$ cat config.mk
export PLATFORM = sky130hd
export DESIGN_NAME = tts_ctrl
export DESIGN_NICKNAME = d
export VERILOG_FILES = /design/src/design/tts_pkg.sv /design/src/design/tts_ctrl.sv
export SDC_FILE = /design/constraint.sdc
export NUM_CORES = 1
export LEC_CHECK = 0
export ABC_CLOCK_PERIOD_IN_PS = 1800
export BUFFER_PORTS_ARGS = -buffer_cell sky130_fd_sc_hd__buf_2
export CAP_MARGIN = 10
export CORE_AREA = 2 2 39 41
export DETAILED_ROUTE_END_ITERATION = 12
export DIE_AREA = 0 0 41 43
export GPL_TIMING_DRIVEN = 0
export PLACE_DENSITY_LB_ADDON = 0.1
export SYNTH_ARGS = -nofsm -noshare
export SYNTH_HDL_FRONTEND = slang
export SYNTH_SLANG_ARGS = --single-unit
$ cat constraint.sdc
create_clock -name i_clk -period 1.8 [get_ports i_clk]
set_clock_uncertainty 0.1 [all_clocks]
set_input_delay 0.27 -clock i_clk [delete_from_list [all_inputs] [get_ports i_clk]]
set_output_delay 0.27 -clock i_clk [all_outputs]
set_load 0.01 [all_outputs]
$ cat src/design/tts_pkg.sv
// Package of the terminal screen updater: sizes, control codes, state and handshake types.
`timescale 1ns / 1ps
package tts_pkg;

    localparam int SCREEN_ROWS = 25;
    localparam int SCREEN_COLS = 80;
    localparam int TAB_STEP    = 8;

    localparam int ROW_W  = 5;
    localparam int COL_W  = 7;
    localparam int CHAR_W = 8;
    localparam int DEPTH  = SCREEN_ROWS * SCREEN_COLS;
    localparam int ADDR_W = $clog2(DEPTH);

    localparam logic [CHAR_W-1:0] CHAR_SPACE = 8'h20;
    localparam logic [CHAR_W-1:0] CHAR_LAST  = 8'h7F;

    localparam logic [CHAR_W-1:0] CODE_PAD   = 8'h00;
    localparam logic [CHAR_W-1:0] CODE_BELL  = 8'h07;
    localparam logic [CHAR_W-1:0] CODE_BS    = 8'h08;
    localparam logic [CHAR_W-1:0] CODE_TAB   = 8'h09;
    localparam logic [CHAR_W-1:0] CODE_DOWN  = 8'h0A;
    localparam logic [CHAR_W-1:0] CODE_CR    = 8'h0D;
    localparam logic [CHAR_W-1:0] CODE_CM    = 8'h10;
    localparam logic [CHAR_W-1:0] CODE_RIGHT = 8'h15;
    localparam logic [CHAR_W-1:0] CODE_CE    = 8'h16;
    localparam logic [CHAR_W-1:0] CODE_CL    = 8'h18;
    localparam logic [CHAR_W-1:0] CODE_UP    = 8'h1A;

    typedef enum logic [1:0] {
        PH_IDLE,
        PH_ROW,
        PH_COL
    } t_phase;

    typedef enum logic [1:0] {
        ST_INIT,
        ST_IDLE,
        ST_SWEEP,
        ST_RESULT
    } t_state;

    typedef struct packed {
        logic in_ready;
        logic sweep_step;
        logic load_out;
    } t_cmd;

    typedef struct packed {
        logic in_valid;
        logic need_sweep;
        logic sweep_done;
        logic out_free;
    } t_stat;

endpackage

$ cat src/design/tts_ctrl.sv
// Controller of the terminal screen updater: sequences acceptance, clear sweeps and result hand-off.
`timescale 1ns / 1ps
module tts_ctrl (
    input  logic           i_clk,
    input  logic           i_rst_n,
    input  tts_pkg::t_stat i_stat,
    output tts_pkg::t_cmd  o_cmd
);
    import tts_pkg::*;

    t_state r_state, n_state;

    always_ff @(posedge i_clk) begin
        if (!i_rst_n) begin
            r_state <= ST_INIT;
        end else begin
            r_state <= n_state;
        end
    end

    always_comb begin
        n_state = r_state;
        o_cmd   = '0;
        unique case (r_state)
            ST_INIT: begin
                o_cmd.sweep_step = 1'b1;
                if (i_stat.sweep_done) n_state = ST_IDLE;
            end
            ST_IDLE: begin
                o_cmd.in_ready = 1'b1;
                if (i_stat.in_valid) begin
                    n_state = i_stat.need_sweep ? ST_SWEEP : ST_RESULT;
                end
            end
            ST_SWEEP: begin
                o_cmd.sweep_step = 1'b1;
                if (i_stat.sweep_done) n_state = ST_RESULT;
            end
            ST_RESULT: begin
                if (i_stat.out_free) begin
                    o_cmd.load_out = 1'b1;
                    n_state        = ST_IDLE;
                end
            end
            default: n_state = ST_INIT;
        endcase
    end

    a_ready_only_idle: assert property (@(posedge i_clk) disable iff (!i_rst_n)
        o_cmd.in_ready |-> !o_cmd.sweep_step && !o_cmd.load_out)
        else $error("item accepted while the store or result path is busy");

    a_sweep_then_result: assert property (@(posedge i_clk) disable iff (!i_rst_n)
        (r_state == ST_SWEEP && i_stat.sweep_done) |=> r_state == ST_RESULT)
        else $error("clear sweep did not end in a result");

    a_load_returns: assert property (@(posedge i_clk) disable iff (!i_rst_n)
        o_cmd.load_out |=> o_cmd.in_ready)
        else $error("controller did not return to accept after a result");

endmodule

==> out/metrics.csv, run 1 <==
stage,metric,value,unit
cts,hold buffers post-CTS,0,
critical_path,Crit path required time,1.43,ns
hold_path,WHS Path Cells,3,
hold_path,type of the worst min-delay path,in -> reg,
yosys,Synth cell types,12,
sta,Max Fclk,638,MHz
critical_path,endpoint class of the critical path,output port,
yosys,ys flop type,dfxtp_1,
sta,final setup fails,0,
layout,Largest Register,r_state,
critical_path,reg2reg end,r_state[0],
global_route,largest net degree at the start of global routing,5,
critical_path,worst-path fanout max,4,
yosys,ranking of synthesized cells by area,"ha_1, dfxtp_1, mux2i_1",
yosys,flop and latch count out of synthesis,2,
critical_path,WS Path Type,reg -> out,
yosys,Synth area leader,ha_1,
route,DRC Markers,0,
cts,CTS Buffer Depth,2,
floorplanning,die extent in y,43,µm
cts,Max H-tree Level,1,
yosys,Post-synth EDFFs,0,
sta,Slew HR,0.852,
global_route,global-route wire length before repair,614,µm
yosys,Synth Area per Inst,8.59,µm²
global_route,grt ovf,0,
place,dpl hpwl,330,µm
cts,number of buffers created by CTS,3,
critical_path,CP Data Arrival Time,1.20,ns
layout,ANT cells,0,
layout,Largest register FFs,2,
power_and_ir_drop,Tot Pwr,0.000422,W
yosys,top cell type's share of synthesized area,0.265,
sta,actual slew at the worst max-slew pin,0.222,ns
power_and_ir_drop,cell area power density,1560,nW/µm²
layout,Largest regs,r_state x2,
cts,Clock transition at path regs,0.03,ns
power_and_ir_drop,Leak Pwr,0.134,nW
hold_path,Worst Hold Path EP,r_state[1],
floorplanning,Core Box Area,1380,µm²
sta,setup TNS,0,ns
floorplanning,Die X,41,µm
route,WL per Instance,7.94,µm
sta,RSZ-0062 raised after global routing,no,
route,total detailed-routing wirelength,389,µm
sta,Slew Limit Fails,0,
yosys,fraction of registers with async set/reset,0,
route,vias per inst,3.59,
layout,Final #Nets,45,
cts,clock insertion delay at the later pin of the skew report,0.22,ns
yosys,post-synthesis cell count,22,
route,DR vias,176,
route,DRT antenna net count,0,
yosys,syn nets,32,
critical_path,Critical path origin,r_state[0],
global_route,GRT Util Overall,0.0560,
cts,clock sink count,2,
sta,"Hold Vio Cnt, Final",0,
place,Final GP Congestion,0.617,
critical_path,CP startpoint kind,flip-flop,
route,TritonRoute pass-1 iters,1,
flow_run,Max-Cap Viols,0,
global_route,vias in the first global route,164,
power_and_ir_drop,Max VDD drop,458,µV
floorplanning,full die area,1760,µm²
layout,FILL cells,165,
layout,fraction of layout cells with a size suffix above 1,0.394,
hold_path,hold path startpoint,i_rst_n,
place,PortBufs,8,
yosys,Ys Warns,0,
global_route,initial antenna violation count,0,
yosys,register area share after synthesis,0.212,
route,Iteration-0 DRC Markers,0,
critical_path,r2r worst-path depth,5,
floorplanning,Top Ports,9,
yosys,Mapped Area,189,µm²
status,outcome,"finished, final reports clean",
layout,Layout area overhead,43.7,%
critical_path,Reg-to-Reg Start,r_state[0],
floorplanning,starting density of the core,0.137,
cts,PostCTS Resize Cnt,0,
floorplanning,FP Rows,14,
critical_path,worst reg-to-reg setup slack,0.38,ns
sta,minimum clock period,1.57,ns
cts,# Post-CTS Setup Buffers,0,
sta,period utilization,0.871,
cts,clk root buf,clkbuf_4,
yosys,most common library cells after synthesis,"ha_1, inv_1, nand2_1",
cts,CTS tree,done,
==> layer usage <==
metal | global-route usage | vias up | part of all wire
met5 | 0 | - | 0
met4 | 0.0400 | 0 | 0
met3 | 0.0471 | 0 | 0.18
met2 | 0.0656 | 9 | 0.40
met1 | 0.0635 | 76 | 0.42
li1 | - | 91 | -
==> logic make-up after synthesis <==
group / synth area share
simple gates: 0.232
buf+inv: 0.0794
fa+ha+maj: 0.265
compound gates: 0.106
mux: 0.106
flops: 0.212
==> placed cells by master (no fill, tap or decap) <==
master and count:
nand2_1 3, buf_2 8, inv_1 4, nand2b_1 1, dfxtp_1 2, mux2i_1 2
clkbuf_4 3, o221ai_2 1, and2_1 1, o21ai_0 1, or2b_1 1, nor2b_1 1
ha_1 4, nor2_2 1
==> critical path: stages, from the launching register on <==
cell,delay (ns)
dfxtp_1,0.37
inv_1,0.08
ha_1,0.20
nor2_2,0.14
inv_1,0.05
buf_2,0.13
==> how the worst max path moves through the flow <==
stage | to | depth (start not counted)
after floorplan | r_state[0] | 5
after global placement | r_state[0] | 5
after detailed placement | r_state[0] | 5
after CTS | o_cmd[1] | 5
after global routing | o_cmd[1] | 5
final | o_cmd[1] | 5
==> layout make-up <==
| type | instances | area [µm²] | area share |
|---|---|---|---|
| well taps | 16 | 20.0 | 0.0737 |
| inverters | 4 | 15.0 | 0.0553 |
| multi-input cells | 16 | 134 | 0.493 |
| clock buffers | 3 | 22.5 | 0.0829 |
| repair buffers | 8 | 40.0 | 0.147 |
| flip-flops and latches | 2 | 40.0 | 0.147 |
==> where the power goes <==
| part | internal [W] | switching, W |
|---|---|---|
| Combinational | 0.000116 | 0.000118 |
| Sequential | 0.0000665 | 0.0000232 |
| Clock | 0.0000735 | 0.0000245 |
==> per-stage QoR <==
stage               utilization  hold WS [ns]  cells  instance area [µm²]  setup WS [ns]
floorplan                     -         0.316     22                  189          0.467
global placement          0.180         0.416     46                  249          0.321
detailed placement        0.180         0.417     46                  249          0.349
CTS                       0.196         0.233     49                  272          0.196
global route              0.196         0.257     49                  272         0.0990
finish                    0.196         0.234     49                  272          0.232
No activity file was read; power rests on OpenSTA's default activity.
==> run 2, diff against run 1 <==
- ABC_AREA: default -> 1
- SETUP_SLACK_MARGIN: default -> 0.2
==> run 2 against run 1 <==
- cell area increased by 9.7%
- worst setup slack improved by 0.095 ns
- flip-flop and latch count unchanged
- largest cell class unchanged
- highest routed layer unchanged
==> out/metrics.csv, run 2 <==
stage,metric,value,unit
yosys,fraction of registers with async set/reset,0,
floorplanning,FP Rows,14,
route,WL per Instance,6.65,µm
cts,CTS Buffer Depth,2,
global_route,largest net degree at the start of global routing,5,
floorplanning,Die X,41,µm
layout,Largest regs,r_state x2,
route,DR vias,210,
critical_path,"Slowest-stage cell, CP",dfxtp_1,
cts,clk root buf,clkbuf_4,
power_and_ir_drop,internal power,0.000259,W
layout,Largest register FFs,2,
sta,Slew HR,0.896,
layout,design area,298,µm²
layout,most frequent cells in the layout,"inv_1, buf_2, nand2_1",
global_route,global-route wire length before repair,731,µm
global_route,vias in the first global route,194,
route,TritonRoute pass-1 iters,2,
sta,final setup fails,0,
yosys,ys flop type,dfxtp_1,
critical_path,CP startpoint kind,flip-flop,
sta,period utilization,0.818,
cts,number of buffers created by CTS,3,
power_and_ir_drop,Net Switching,0.000213,W
yosys,most common library cells after synthesis,"inv_1, nand2_1, nor2_1",
status,outcome,"finished, final reports clean",
power_and_ir_drop,Max VDD drop,428,µV
critical_path,CP Data Arrival Time,1.10,ns
sta,Max Fclk,679,MHz
yosys,Synth cell types,9,
critical_path,r2r worst-path depth,7,
global_route,GRT Util Overall,0.0671,
yosys,Mapped Area,214,µm²
power_and_ir_drop,Tot Pwr,0.000472,W
yosys,Synth area leader,ha_1,
power_and_ir_drop,register share of total power,0.198,
critical_path,endpoint class of the critical path,output port,
route,DRC Markers,0,
cts,clock insertion delay at the later pin of the skew report,0.22,ns
place,PortBufs,8,
yosys,Synth Area per Inst,5.94,µm²
hold_path,type of the worst min-delay path,in -> reg,
place,Final GP Congestion,0.626,
cts,CTS tree,done,
layout,fraction of layout cells with a size suffix above 1,0.319,
cts,hold buffers post-CTS,0,
layout,Final Util,0.215,
cts,Clock transition at path regs,0.03,ns
yosys,register area share after synthesis,0.187,
yosys,flop and latch count out of synthesis,2,
yosys,post-synthesis cell count,36,
yosys,Ys Warns,0,
power_and_ir_drop,Leak Pwr,0.188,nW
layout,Layout area overhead,39.2,%
place,Placed Area,274,µm²
flow_run,Max-Cap Viols,0,
global_route,initial antenna violation count,0,
floorplanning,Top Ports,9,
yosys,ranking of synthesized cells by area,"ha_1, inv_1, dfxtp_1",
power_and_ir_drop,Comb power frac,0.596,
cts,clock sink count,2,
sta,WHS,0.178,ns
global_route,grt ovf,0,
yosys,syn nets,46,
route,DRT antenna net count,0,
floorplanning,die extent in y,43,µm
critical_path,WS Path Type,reg -> out,
layout,ANT cells,0,
sta,"Hold Vio Cnt, Final",0,
power_and_ir_drop,sw frac,0.450,
power_and_ir_drop,Clock power frac,0.206,
critical_path,Crit path required time,1.43,ns
critical_path,cells along the critical path,inv_1 > ha_1 > inv_1 > nand2_1 > buf_2,
yosys,top cell type's share of synthesized area,0.234,
sta,Slew Limit Fails,0,
sta,setup TNS,0,ns
floorplanning,starting density of the core,0.155,
floorplanning,Core Box Area,1380,µm²
layout,Largest Register,r_state,
route,Iteration-0 DRC Markers,2,
sta,minimum clock period,1.47,ns
route,vias per inst,3.33,
critical_path,CP most frequent cell,inv_1,
sta,RSZ-0062 raised after global routing,no,
layout,Final #Nets,59,
yosys,most frequent cell after synthesis,inv_1,
critical_path,worst-path fanout max,4,
layout,"commonest non-fill, non-tap cell in the layout",inv_1,
power_and_ir_drop,cell area power density,1580,nW/µm²
floorplanning,full die area,1760,µm²
hold_path,WHS Path Cells,3,
route,total detailed-routing wirelength,419,µm
critical_path,CP peak stage delay,0.37,ns
sta,actual slew at the worst max-slew pin,0.156,ns
cts,Max H-tree Level,1,
place,dpl hpwl,347,µm
yosys,Post-synth EDFFs,0,
-- run 2: cell count changes after synthesis, moves of 2 or more --
cell,change
mux2i_1,-2
nor2_1,+6
nand2_1,+4
nand2_2,+2
nand3_1,+2
inv_1,+7
-- run 2: per-stage QoR --
step,cells,setup slack [ns]
4_1_cts,63,0.257
3_5_place_dp,60,0.486
6_report,63,0.327
3_3_place_gp,60,0.451
2_1_floorplan,36,0.578
5_1_grt,63,0.224
-- run 2: cells by family after synthesis --
| group | Yosys count | share of synthesized area |
|---|---|---|
| AND/OR/NAND/NOR | 18 | 0.363 |
| adder cells (fa/ha/maj) | 4 | 0.234 |
| buffers and inverters | 11 | 0.193 |
| AO/OA/AOI/OAI | 1 | 0.0234 |
| flip-flops | 2 | 0.187 |
-- run 2: final cells by class --
| type | count | area [µm²] |
|---|---|---|
| fillers | 172 | 1090 |
| repair buffers | 8 | 40.0 |
| flip-flops and latches | 2 | 41.3 |
| well taps | 16 | 20.0 |
| inverters | 11 | 41.3 |
| clock buffers | 3 | 22.5 |
| multi-input cells | 23 | 133 |
-- run 2: critical path: cells and delay by family (launching register included) --
| kind | cells | cell delay, ns |
|---|---|---|
| fa+ha+maj | 1 | 0.18 |
| simple gates | 1 | 0.06 |
| buf+inv | 3 | 0.28 |
| flops | 1 | 0.37 |
-- run 2: repair_timing --
action	4_1_cts	5_1_grt
endpoints found under the setup margin	0	1
gates resized for setup	0	1
setup buffers	0	0
-- run 2: path summary, 6_finish.rpt --
check	from	endpoint	slack, ns
max reg2reg	r_state[1]	r_state[0]	0.50
min reg2reg	r_state[0]	r_state[0]	0.41
max	r_state[1]	o_cmd[1]	0.33
min	i_rst_n	r_state[0]	0.18
-- run 2: power groups by stage --
stage	combinational, W	sequential [W]	clock [W]
6_report	0.000281	0.0000936	0.0000970
5_1_grt	0.000337	0.0000987	0.000112
4_1_cts	0.000291	0.0000919	0.000105
3_5_place_dp	0.000290	0.0000924	0
3_3_place_gp	0.000296	0.0000935	0
2_1_floorplan	0.000218	0.0000856	0
-- run 2: metal layers --
layer  vias up  wire length (µm)  track usage
met3         0                22       0.0471
met2         4               190       0.0781
met1        82               206       0.0767
met4         0                 0       0.0600
li1        124                 -            -
met5         -                 0            0
==> run 3, diff against run 2 <==
- ABC_AREA: 1 -> 0
- ABC_CLOCK_PERIOD_IN_PS: 1800 -> 1200
- clock period: 1.8 -> 1.2 ns (I/O delays scaled with it)
==> run 3 against run 2 <==
- the flow now finishes with violations (negative setup slack)
- final cell count decreased by 21%
- routed wire length increased by 9.1%
- utilization increased by 3.0 points
- critical path type unchanged
==> out/metrics.csv, run 3 (same netlist as run 1, synthesis figures left out) <==
stage,metric,value,unit
status,outcome,finished with violations,
status,failing checks,negative setup slack,
route,WL per Instance,9.14,µm
global_route,GR peak layer,met2,
layout,Largest regs,r_state x2,
critical_path,Crit path required time,0.92,ns
global_route,grt ovf,0,
layout,Final Util,0.245,
sta,period utilization,1.10,
power_and_ir_drop,register share of total power,0.197,
layout,"commonest non-fill, non-tap cell in the layout",buf_2,
cts,Max H-tree Level,1,
critical_path,endpoint class of the critical path,output port,
global_route,vias in the first global route,199,
sta,final worst slack,-0.117,ns
place,dpl hpwl,324,µm
place,PortBufs,8,
layout,FILL cells,156,
power_and_ir_drop,Tot Pwr,0.000896,W
layout,Layout area overhead,79.5,%
global_route,largest net degree at the start of global routing,5,
sta,setup TNS,-0.482,ns
layout,ANT cells,0,
route,total detailed-routing wirelength,457,µm
critical_path,CP startpoint kind,flip-flop,
cts,clock sink count,2,
hold_path,type of the worst min-delay path,in -> reg,
critical_path,WS Path Type,reg -> out,
layout,Largest register FFs,2,
power_and_ir_drop,Net Switching,0.000344,W
sta,final setup fails,5,
route,DR vias,183,
critical_path,"Slowest-stage cell, CP",dfxtp_4,
route,TritonRoute pass-1 iters,4,
cts,number of buffers created by CTS,3,
sta,Slew HR,0.862,
route,DRT antenna net count,0,
power_and_ir_drop,Max VDD drop,670,µV
critical_path,"delay-heaviest family, CP",flip-flops,
global_route,global-route wire length before repair,717,µm
power_and_ir_drop,sw frac,0.383,
sta,RSZ-0062 raised after global routing,yes,
route,vias per inst,3.66,
sta,WHS,0.145,ns
sta,"Hold Vio Cnt, Final",0,
floorplanning,full die area,1760,µm²
floorplanning,Die X,41,µm
power_and_ir_drop,cell area power density,2640,nW/µm²
sta,actual slew at the worst max-slew pin,0.207,ns
floorplanning,die extent in y,43,µm
floorplanning,Core Box Area,1380,µm²
sta,Slew Limit Fails,0,
power_and_ir_drop,Leak Pwr,0.148,nW
floorplanning,Top Ports,9,
sta,minimum clock period,1.32,ns
critical_path,CP peak stage delay,0.36,ns
place,Final GP Congestion,0.705,
power_and_ir_drop,internal power,0.000553,W
layout,most frequent cells in the layout,"buf_2, nand2_1, clkbuf_4",
layout,fraction of layout cells with a size suffix above 1,0.618,
route,Iteration-0 DRC Markers,3,
cts,CTS Buffer Depth,2,
floorplanning,FP Rows,14,
global_route,met1 Use GR,0.0603,
critical_path,CP Data Arrival Time,1.04,ns
sta,Max Fclk,759,MHz
global_route,GRT Util Overall,0.0680,
route,DRC Markers,0,
power_and_ir_drop,Comb power frac,0.640,
global_route,routing usage on met3,0.0157,
power_and_ir_drop,Clock power frac,0.163,
cts,clk root buf,clkbuf_4,
layout,Final #Nets,46,
cts,clock insertion delay at the later pin of the skew report,0.22,ns
floorplanning,starting density of the core,0.137,
layout,Largest Register,r_state,
flow_run,Max-Cap Viols,0,
critical_path,WP buf/inv,3,
critical_path,worst-path fanout max,4,
cts,Clock transition at path regs,0.03,ns
cts,CTS tree,done,
critical_path,cells along the critical path,inv_4 > ha_4 > nor2_4 > inv_2 > buf_6,
global_route,initial antenna violation count,0,
global_route,grt met2 use,0.106,
## run 3: cell types whose count changed in the layout (fill, tap and decap cells not counted), moves of 2 or more
cell	change
inv_1	-10
nor2_1	-6
nand2_1	-4
dfxtp_4	+2
ha_1	-2
ha_4	+2
inv_4	+2
mux2i_1	+2
nand2_2	-2
nand3_1	-2
## run 3: routing by layer
layer / vias up / share of wire
met5: - / 0
met4: 0 / 0
met3: 0 / 0.11
met2: 9 / 0.54
met1: 79 / 0.35
li1: 95 / -
## run 3: through the flow
step                      area (µm²)  std cells  setup WS, ns
after global placement           264         46        -0.130
after floorplan                  204         22       -0.0354
final                            339         50        -0.117
after detailed placement         264         46        -0.123
after CTS                        325         50        -0.166
after global routing             339         50        -0.179
## run 3: final cells by class
class                   count  area (µm²)  share of cell area
multi-input cells          16         175               0.517
repair buffers              9        53.8               0.159
flip-flops and latches      2        47.5               0.140
clock buffers               3        22.5              0.0664
inverters                   4        20.0              0.0590
well taps                  16        20.0              0.0590
## run 3: path summary, 6_finish.rpt
path / end / cells after the start / start / slack, ns
min: r_state[0] / 3 / i_rst_n / 0.15
min reg2reg: r_state[0] / 2 / r_state[0] / 0.41
max reg2reg: r_state[1] / 6 / r_state[0] / -0.10
max: o_cmd[1] / 5 / r_state[0] / -0.12
## run 3: power groups by stage
stage	clock network (W)	logic, W	registers [W]
2_1_floorplan	0	0.000313	0.000138
6_report	0.000146	0.000573	0.000176
3_5_place_dp	0	0.000411	0.000149
3_3_place_gp	0	0.000414	0.000153
4_1_cts	0.000160	0.000524	0.000163
5_1_grt	0.000164	0.000653	0.000182
## run 3: worst min-delay path, stage by stage
cell,delay (ns)
buf_2,0.12
nand2_1,0.06
mux2i_1,0.06
## run 3: repair_timing
item	in CTS	in global routing
setup endpoints to repair	5	5
resized for setup	5	5
hold buffers	0	0
cloned	0	0
buffers inserted	1	0
pin swaps	3	4
